[config.mk]
export PLATFORM = sky130hd
export DESIGN_NAME = ddo_cordic
export DESIGN_NICKNAME = d
export VERILOG_FILES = /design/src/rtl/ddo_pkg.sv /design/src/rtl/ddo_cordic.sv
export SDC_FILE = /design/constraint.sdc
export NUM_CORES = 1
export LEC_CHECK = 0
export BUFFER_PORTS_ARGS = -buffer_cell sky130_fd_sc_hd__clkbuf_2
export CORE_ASPECT_RATIO = 0.5
export CORE_MARGIN = 5
export CORE_UTILIZATION = 45
export CTS_CLUSTER_DIAMETER = 150
export DETAILED_ROUTE_END_ITERATION = 16
export SLEW_MARGIN = 5
export SYNTH_ARGS = -nofsm -noshare
export SYNTH_HDL_FRONTEND = slang
export SYNTH_SLANG_ARGS = --single-unit
[constraint.sdc]
create_clock -name clk -period 12.3 [get_ports clk]
set_input_delay 2.46 -clock clk [delete_from_list [all_inputs] [get_ports clk]]
set_output_delay 2.46 -clock clk [all_outputs]
set_load 0.005 [all_outputs]
[src/rtl/ddo_pkg.sv]
// Shared constants, types and the arctangent table for the odometry block.
package ddo_pkg;

    localparam int CORDIC_STEPS_DEF = 16;
    localparam int ATAN_ENTRIES     = 24;
    localparam int ATAN_IDX_W       = 5;
    localparam int CFG_W            = 16;
    localparam int CFG_IDX_W        = 4;

    localparam logic signed [32:0] CORDIC_GAIN_Q30 = 33'sd652032875;
    localparam logic [23:0]        RAD_TO_BAM_Q10  = 24'd10680707;

    typedef enum logic [CFG_IDX_W-1:0] {
        REG_WHEEL_RADIUS      = 4'd0,
        REG_INVERSE_WHEELBASE = 4'd1,
        REG_HEADING_SCALE     = 4'd2,
        REG_SPEED_DEADBAND    = 4'd3
    } reg_idx_t;

    typedef struct packed {
        logic               done;
        logic signed [16:0] cos_val;
        logic signed [16:0] sin_val;
    } cs_t;

    function automatic logic [29:0] atan_bam(input logic [ATAN_IDX_W-1:0] idx);
        logic [29:0] r;
        unique case (idx)
            5'd0:    r = 30'h20000000;
            5'd1:    r = 30'h12E4051E;
            5'd2:    r = 30'h09FB385B;
            5'd3:    r = 30'h051111D4;
            5'd4:    r = 30'h028B0D43;
            5'd5:    r = 30'h0145D7E1;
            5'd6:    r = 30'h00A2F61E;
            5'd7:    r = 30'h00517C55;
            5'd8:    r = 30'h0028BE53;
            5'd9:    r = 30'h00145F2F;
            5'd10:   r = 30'h000A2F98;
            5'd11:   r = 30'h000517CC;
            5'd12:   r = 30'h00028BE6;
            5'd13:   r = 30'h000145F3;
            5'd14:   r = 30'h0000A2FA;
            5'd15:   r = 30'h0000517D;
            5'd16:   r = 30'h000028BE;
            5'd17:   r = 30'h0000145F;
            5'd18:   r = 30'h00000A30;
            5'd19:   r = 30'h00000518;
            5'd20:   r = 30'h0000028C;
            5'd21:   r = 30'h00000146;
            5'd22:   r = 30'h000000A3;
            5'd23:   r = 30'h00000051;
            default: r = 30'h0;
        endcase
        return r;
    endfunction

endpackage

[src/rtl/ddo_cordic.sv]
// Iterative CORDIC rotator giving Q1.15 cosine and sine of a binary angle.
module ddo_cordic #(
    parameter int STEPS = ddo_pkg::CORDIC_STEPS_DEF
) (
    input  logic         clk,
    input  logic         rst_n,
    input  logic         start,
    input  logic [31:0]  angle,
    output ddo_pkg::cs_t result
);
    import ddo_pkg::*;

    localparam int CNT_W = (STEPS > 1) ? $clog2(STEPS) : 1;

    logic                     busy_reg;
    logic                     fold_reg;
    logic                     done_reg;
    logic [CNT_W-1:0]         cnt_reg;
    logic signed [32:0]       x_reg;
    logic signed [32:0]       y_reg;
    logic signed [32:0]       z_reg;
    logic [1:0]               quad_reg;
    logic signed [16:0]       cos_reg;
    logic signed [16:0]       sin_reg;

    logic [31:0]              shifted;
    logic signed [32:0]       z_start;
    logic signed [32:0]       x_sh;
    logic signed [32:0]       y_sh;
    logic signed [32:0]       at;
    logic signed [32:0]       x_next;
    logic signed [32:0]       y_next;
    logic signed [32:0]       z_next;
    logic signed [16:0]       cc;
    logic signed [16:0]       ss;
    logic signed [16:0]       cos_next;
    logic signed [16:0]       sin_next;

    function automatic logic signed [16:0] to_q15(input logic signed [32:0] v);
        logic signed [33:0] sum;
        logic signed [18:0] r;
        logic signed [16:0] q;
        sum = {v[32], v} + 34'sd16384;
        r   = sum[33:15];
        if (r > 19'sd32767)
            q = 17'sd32767;
        else if (r < -19'sd32768)
            q = -17'sd32768;
        else
            q = r[16:0];
        return q;
    endfunction

    assign shifted = angle + 32'h2000_0000;
    assign z_start = $signed({3'b000, shifted[29:0]}) - 33'sd536870912;
    assign x_sh    = x_reg >>> cnt_reg;
    assign y_sh    = y_reg >>> cnt_reg;
    assign at      = $signed({3'b000, atan_bam(ATAN_IDX_W'(cnt_reg))});

    always_comb
    begin
        if (!z_reg[32])
        begin
            x_next = x_reg - y_sh;
            y_next = y_reg + x_sh;
            z_next = z_reg - at;
        end
        else
        begin
            x_next = x_reg + y_sh;
            y_next = y_reg - x_sh;
            z_next = z_reg + at;
        end
    end

    assign cc = to_q15(x_reg);
    assign ss = to_q15(y_reg);

    always_comb
    begin
        unique case (quad_reg)
            2'd0:
            begin
                cos_next = cc;
                sin_next = ss;
            end
            2'd1:
            begin
                cos_next = -ss;
                sin_next = cc;
            end
            2'd2:
            begin
                cos_next = -cc;
                sin_next = -ss;
            end
            default:
            begin
                cos_next = ss;
                sin_next = -cc;
            end
        endcase
    end

    always_ff @(posedge clk or negedge rst_n)
    begin
        if (!rst_n)
        begin
            busy_reg <= 1'b0;
            fold_reg <= 1'b0;
            done_reg <= 1'b0;
            cnt_reg  <= '0;
        end
        else
        begin
            done_reg <= fold_reg;
            fold_reg <= 1'b0;
            if (start)
            begin
                busy_reg <= 1'b1;
                cnt_reg  <= '0;
            end
            else if (busy_reg)
            begin
                if (cnt_reg == CNT_W'(STEPS - 1))
                begin
                    busy_reg <= 1'b0;
                    fold_reg <= 1'b1;
                end
                else
                begin
                    cnt_reg <= cnt_reg + 1'b1;
                end
            end
        end
    end

    always_ff @(posedge clk)
    begin
        if (start)
        begin
            x_reg    <= CORDIC_GAIN_Q30;
            y_reg    <= '0;
            z_reg    <= z_start;
            quad_reg <= shifted[31:30];
        end
        else if (busy_reg)
        begin
            x_reg <= x_next;
            y_reg <= y_next;
            z_reg <= z_next;
        end
        if (fold_reg)
        begin
            cos_reg <= cos_next;
            sin_reg <= sin_next;
        end
    end

    assign result.done    = done_reg;
    assign result.cos_val = cos_reg;
    assign result.sin_val = sin_reg;

endmodule

==> results of run 1 <==
==> through the flow <==
step	utilization, %	hold slack [ps]	power (mW)	setup WS, ps
floorplan	-	464.4	5.364	6222
global placement	47.17	478.2	6.529	5137
detailed placement	47.17	488.4	6.536	5162
CTS	48.74	498.6	7.193	5120
global route	48.74	526.0	7.931	4534
finish	48.74	501.7	7.259	5062
==> Yosys cell counts (65+ instances only) <==
cell	instances	area share (%)
ha_1	111	7.1
edfxtp_1	69	11
mux2i_1	82	4.2
nor2_1	216	4.2
xor2_1	72	3.2
xnor2_1	118	5.3
dfxtp_1	66	6.8
clkbuf_1	78	1.5
nand3_1	65	1.7
o21ai_0	144	3.7
nand2_1	250	4.8
a21oi_1	204	5.2
inv_1	65	1.3
mux4_2	82	9.5
==> metal layers <==
layer | part of all wire [%] | vias to the layer above
met5 | 0.076 | -
li1 | - | 8910
met1 | 44 | 8833
met2 | 44 | 808
met4 | 2.8 | 2
met3 | 8.6 | 114
==> layout by cell type, fill, tap and decap left out, types with 68 or more instances in the layout <==
| cell | instances |
|---|---|
| xnor2_1 | 118 |
| nor2_1 | 216 |
| a21oi_1 | 204 |
| ha_1 | 111 |
| clkbuf_2 | 68 |
| nand2_1 | 250 |
| mux2i_1 | 82 |
| mux4_2 | 82 |
| edfxtp_1 | 69 |
| o21ai_0 | 144 |
| xor2_1 | 72 |
==> where the power goes <==
part	switching [mW]	internal [mW]
Clock	0.238	0.364
Sequential	0.341	0.724
Combinational	3.17	2.42
==> cell type report <==
class | instances | area [sq um]
Timing Repair Buffer | 101 | 588.1
Inverter | 69 | 259.0
Clock inverter | 7 | 90.09
Clock buffer | 25 | 571.8
Fill cell | 4226 | 21690
Tap cell | 577 | 721.9
Multi-Input combinational cell | 2013 | 14800
Sequential cell | 142 | 3585
==> logic make-up after synthesis <==
group,Yosys count
muxes,201
and+or+nand+nor,782
DFF,142
buffers and inverters,237
xor gates and xnor gates,191
AOI/OAI and AO/OA,725
adders and majority gates,114
==> worst max path at each step <==
stage                    start         to  slack, ps  cells after the start
finish              cnt_reg[0]  z_reg[23]       5060                     21
global route        cnt_reg[0]  z_reg[28]       4530                     22
CTS                 cnt_reg[0]  z_reg[28]       5120                     22
detailed placement  cnt_reg[0]  z_reg[28]       5160                     22
global placement    cnt_reg[0]  z_reg[28]       5140                     22
floorplan           cnt_reg[2]  y_reg[31]       6220                     26
==> critical path, cell delays in order, from the launching register on <==
cell	delay, ps
dfrtp_4	950
buf_4	580
inv_2	460
ha_1	450
o21ai_0	190
a21oi_1	140
a31oi_1	460
nand2_1	130
nor4_1	540
and3_1	360
nor2_1	210
xnor2_1	250
ha_1	380
nor2b_1	160
o21ai_0	280
nor2b_1	290
nor2_1	100
a211oi_1	330
a21oi_1	100
o21ai_0	270
mux2i_1	210
nand2_1	60
==> flow_summary.ini, run 1 <==
[status]
status = finished clean

[clock_network]
cts_resized = 0
cts_buffers = 17
ctsHoldBuffers = 0
worstSkewPairLatency_ps = 480
cts_tree = built
cts-root-buf = clkbuf_16
cts_max_level = 4
post_cts_buffers = 0
clkTransAtPathRegs_ps = 70
cts_buffer_depth = 2
cts.sinks = 142

[die]
io_pins = 70
die_h_microns = 157.0
start_util_pct = 45.97
core_sq_um = 42310
rows = 53
die_x_microns = 304.0
die_area_sq_um = 47730

[final_layout]
nets = 2493
drive_gt1_share_pct = 12.26
areaGrowthSynthToFinish_pct = 6.029
final_area_sq_um = 20620
final_cells = 2934
antenna_cells = 0

[yosys]
muxShareOfSynthArea_pct = 16.45
syn-cell-area_sq_um = 19450
synthXorXnorAreaFrac_pct = 8.641
syn_inst = 2392
synth_cell_type_count = 104
synth_top_family_by_area = compound AO/OA/AOI/OAI gates
synthArstFlopShare_pct = 4.930
synth_edf_count = 69
ys_ff_latch = 142
yosysWarningCount = 0
syn_nets = 2541
synth_seq_area_share_pct = 18.35
synth_compound_area_share_pct = 24.44
synth_ff_type = edfxtp_1
synth_fa_ha_area_share_pct = 7.450
syn_area_per_cell_sq_um = 8.130
yosys.area_share.simple_pct = 19.14

[timing]
setup_tns_ps = 0
grt_setup_unrepaired = no
hold_viol_final = 0
setup_viol = 0
min_period_over_period_pct = 58.85
fmax_ghz = 0.1382
worst_pin_slew_ps = 1046
maxSlewHeadroom_pct = 30.29
fin_skew_ps = 18.81
period_needed_ps = 7238
maxSlewViolCount = 0

[setup_path]
reg2regPathDepth = 21
regToRegSetupSlack_ps = 5060
critPathKind = register to register
timing.rr.end = z_reg[23]
worstPathMaxFanout = 53
cp.required_ps = 12530
start_kind = register
r2r_start = cnt_reg[0]
crit_arrival_ps = 7460
end_kind = register

[placement]
place.gp.congestion = 0.9397
place_area_sq_um = 19960
dp_hpwl_microns = 45810
port_buffers = 69
dp_cells = 2902

[routing]
vias = 18670
drt_pass1_iterations = 6
viasPerCell = 6.362
avgRoutedWirePerCell_microns = 21.63
ant_nets = 0
drt-total-wl_microns = 63470
first_iter_violations = 1871
drc_errors = 0

[global_route]
globalRouteTotalUtil_pct = 25.89
met2_usage_pct = 41.64
grt_pass1_vias = 17280
busiest_layer = met2
grt_overflow = 0
antenna_found_initial = 1
grtUsageMet3_pct = 5.943
grt_max_degree = 83
use_met1_pct = 34.85
grt_pass1_wl_microns = 99220

[worst_hold_path]
hold_depth = 2
hold_end = y_reg[0]
min_from = y_reg[0]
hold_class = register to register

[power]
leakage_nw = 8.193
p_per_area_nw_per_um2 = 352.0
vdd_drop_max_mv = 0.1455

[run]
maxCapViolations = 0
(Power assumes the default switching activity.)
==> run 2: changes to the inputs <==
==> constraint.sdc (replaced) <==
create_clock -name clk -period 5.9 [get_ports clk]
set_input_delay 1.18 -clock clk [delete_from_list [all_inputs] [get_ports clk]]
set_output_delay 1.18 -clock clk [all_outputs]
set_load 0.005 [all_outputs]
==> flow_summary.ini, run 2 (synthesis gave the netlist of run 1 again) <==
[timing]
worst_pin_slew_ps = 1428
setup_tns_ps = 0
min_period_over_period_pct = 95.78
fmax_ghz = 0.1770
setup_ws_ps = 249.0
fin_skew_ps = 18.07
maxSlewViolCount = 0
hold_viol_final = 0
setup_viol = 0
maxSlewHeadroom_pct = 4.418
period_needed_ps = 5651

[setup_path]
critPathKind = register to register
cp.buffers_inverters = 2
start_kind = register
slowest_stage = dfrtp_4
cp.required_ps = 6230
crit_path_frequent_cell = a21oi_1
max_stage_delay_ps = 540
path_cells = buf_12 -> mux4_2 -> nand2_1 -> a21oi_1 -> a21oi_1 -> ha_1 -> inv_1 -> or4_1 -> nand4_1 -> and3_1 -> a21oi_1 -> xnor2_1 -> ha_1 -> and2_1 -> or2_2 -> a21o_1 -> a221oi_2 -> o221ai_2 -> o21a_1 -> a41o_1 -> o41ai_2 -> xor2_1 -> o22ai_1
end_kind = register
crit_arrival_ps = 5980
critPathTopFamily = compound AO/OA/AOI/OAI gates
worstPathMaxFanout = 11

[die]
io_pins = 70
start_util_pct = 45.97
core_sq_um = 42310
die_x_microns = 304.0
rows = 53
die_area_sq_um = 47730
die_h_microns = 157.0

[power]
leakage_nw = 8.862
p_int_mw = 7.715
p_sw_share_pct = 51.49
vdd_drop_max_mv = 0.3222
clockPowerShare_pct = 7.4
p_per_area_nw_per_um2 = 730.5
p_seq_share_pct = 12.8
power_mw = 15.90
power_switching_mw = 8.188
p_comb_share_pct = 79.8

[routing]
avgRoutedWirePerCell_microns = 21.58
viasPerCell = 6.311
vias = 19320
drc_errors = 0
drt_pass1_iterations = 6
drt-total-wl_microns = 66060
first_iter_violations = 1972
ant_nets = 0

[run]
maxCapViolations = 0

[clock_network]
cts-root-buf = clkbuf_16
cts_max_level = 4
clkTransAtPathRegs_ps = 70
cts.sinks = 142
worstSkewPairLatency_ps = 480
cts_buffers = 17
cts_tree = built
cts_buffer_depth = 2
ctsHoldBuffers = 0

[global_route]
grt_max_degree = 68
antenna_found_initial = 0
grt_pass1_wl_microns = 102500
grt_pass1_vias = 17960
grt_overflow = 0
globalRouteTotalUtil_pct = 26.83

[placement]
place_ws_ps = 10.52
place.gp.congestion = 0.9708
dp_hpwl_microns = 49270
port_buffers = 69

[status]
status = finished clean

[final_layout]
final_cell_mix = nand2_1, nor2_1, a21oi_1
nets = 2619
areaGrowthSynthToFinish_pct = 11.95
drive_gt1_share_pct = 17.28
final_util_pct = 51.46
mostFrequentLayoutCell = nand2_1

[worst_hold_path]
hold_class = register to register
run 2: changes by cell type in the layout (fill, tap and decap cells not counted), sizes merged:
cell      before  now
diode          0    1
bufinv         2    1
clkinvlp       0    3
buf           33  158
clkbuf        93   91
inv           67   68
run 2: repair_timing:
item                                    4_1_cts  5_1_grt
buffers inserted                              1       10
pin swaps                                     0        1
gates resized for setup                       0       20
gates cloned                                  0        1
hold endpoints to repair                      0        0
endpoints found under the setup margin        1       32
run 2: power groups by stage:
stage	sequential [mW]	combinational, mW	clock [mW]
3_5_place_dp	2.02	12.2	0
6_report	2.03	12.7	1.18
2_1_floorplan	1.73	9.45	0
4_1_cts	2.01	12.3	1.20
3_3_place_gp	2.02	12.1	0
5_1_grt	2.05	14.0	1.25
run 2: worst paths after layout:
kind                       startpoint         end  slack, ps  depth (start not counted)
setup / recovery           cnt_reg[0]   y_reg[31]        250                         23
hold / removal               y_reg[0]    y_reg[0]        490                          2
setup reg to reg           cnt_reg[0]   y_reg[31]        250                         23
hold reg to reg              y_reg[0]    y_reg[0]        490                          2
max in group asynchronous       rst_n  cnt_reg[1]       5020                          1
min in group asynchronous       rst_n    done_reg        590                          1
run 2: layout make-up:
cell class	instances	area [sq um]
flip-flops and latches	142	3585
well taps	577	721.9
multi-input cells	2013	14880
fillers	4116	20540
clock buffers	22	518.0
clock inverters	10	97.59
diodes	1	2.502
repair buffers	227	1699
inverters	69	262.8
run 2: worst reg2reg max path: cells and delay by family, from the launching register on:
family | cells | cell delay (ps)
AOI/OAI and AO/OA | 10 | 2010
and+or+nand+nor | 6 | 1380
DFF | 1 | 540
muxes | 1 | 520
adders and majority gates | 2 | 500
xor gates and xnor gates | 2 | 350
buffers and inverters | 2 | 220
run 2: per-stage QoR:
stage	std cells	hold WS [ps]	cell area, sq um
3_5_place_dp	3016	486.1	20900
2_1_floorplan	2392	464.4	19450
6_report	3061	492.8	21770
3_3_place_gp	3016	481.9	20900
5_1_grt	3060	523.4	21770
4_1_cts	3049	492.7	21520
run 2: routing by layer:
layer | part of all wire [%] | up-vias | GRT usage (%)
met5 | 0 | - | 0
met4 | 2.9 | 0 | 9.305
met3 | 9.4 | 127 | 6.279
met2 | 44 | 897 | 43.05
met1 | 43 | 9127 | 35.97
li1 | - | 9167 | -
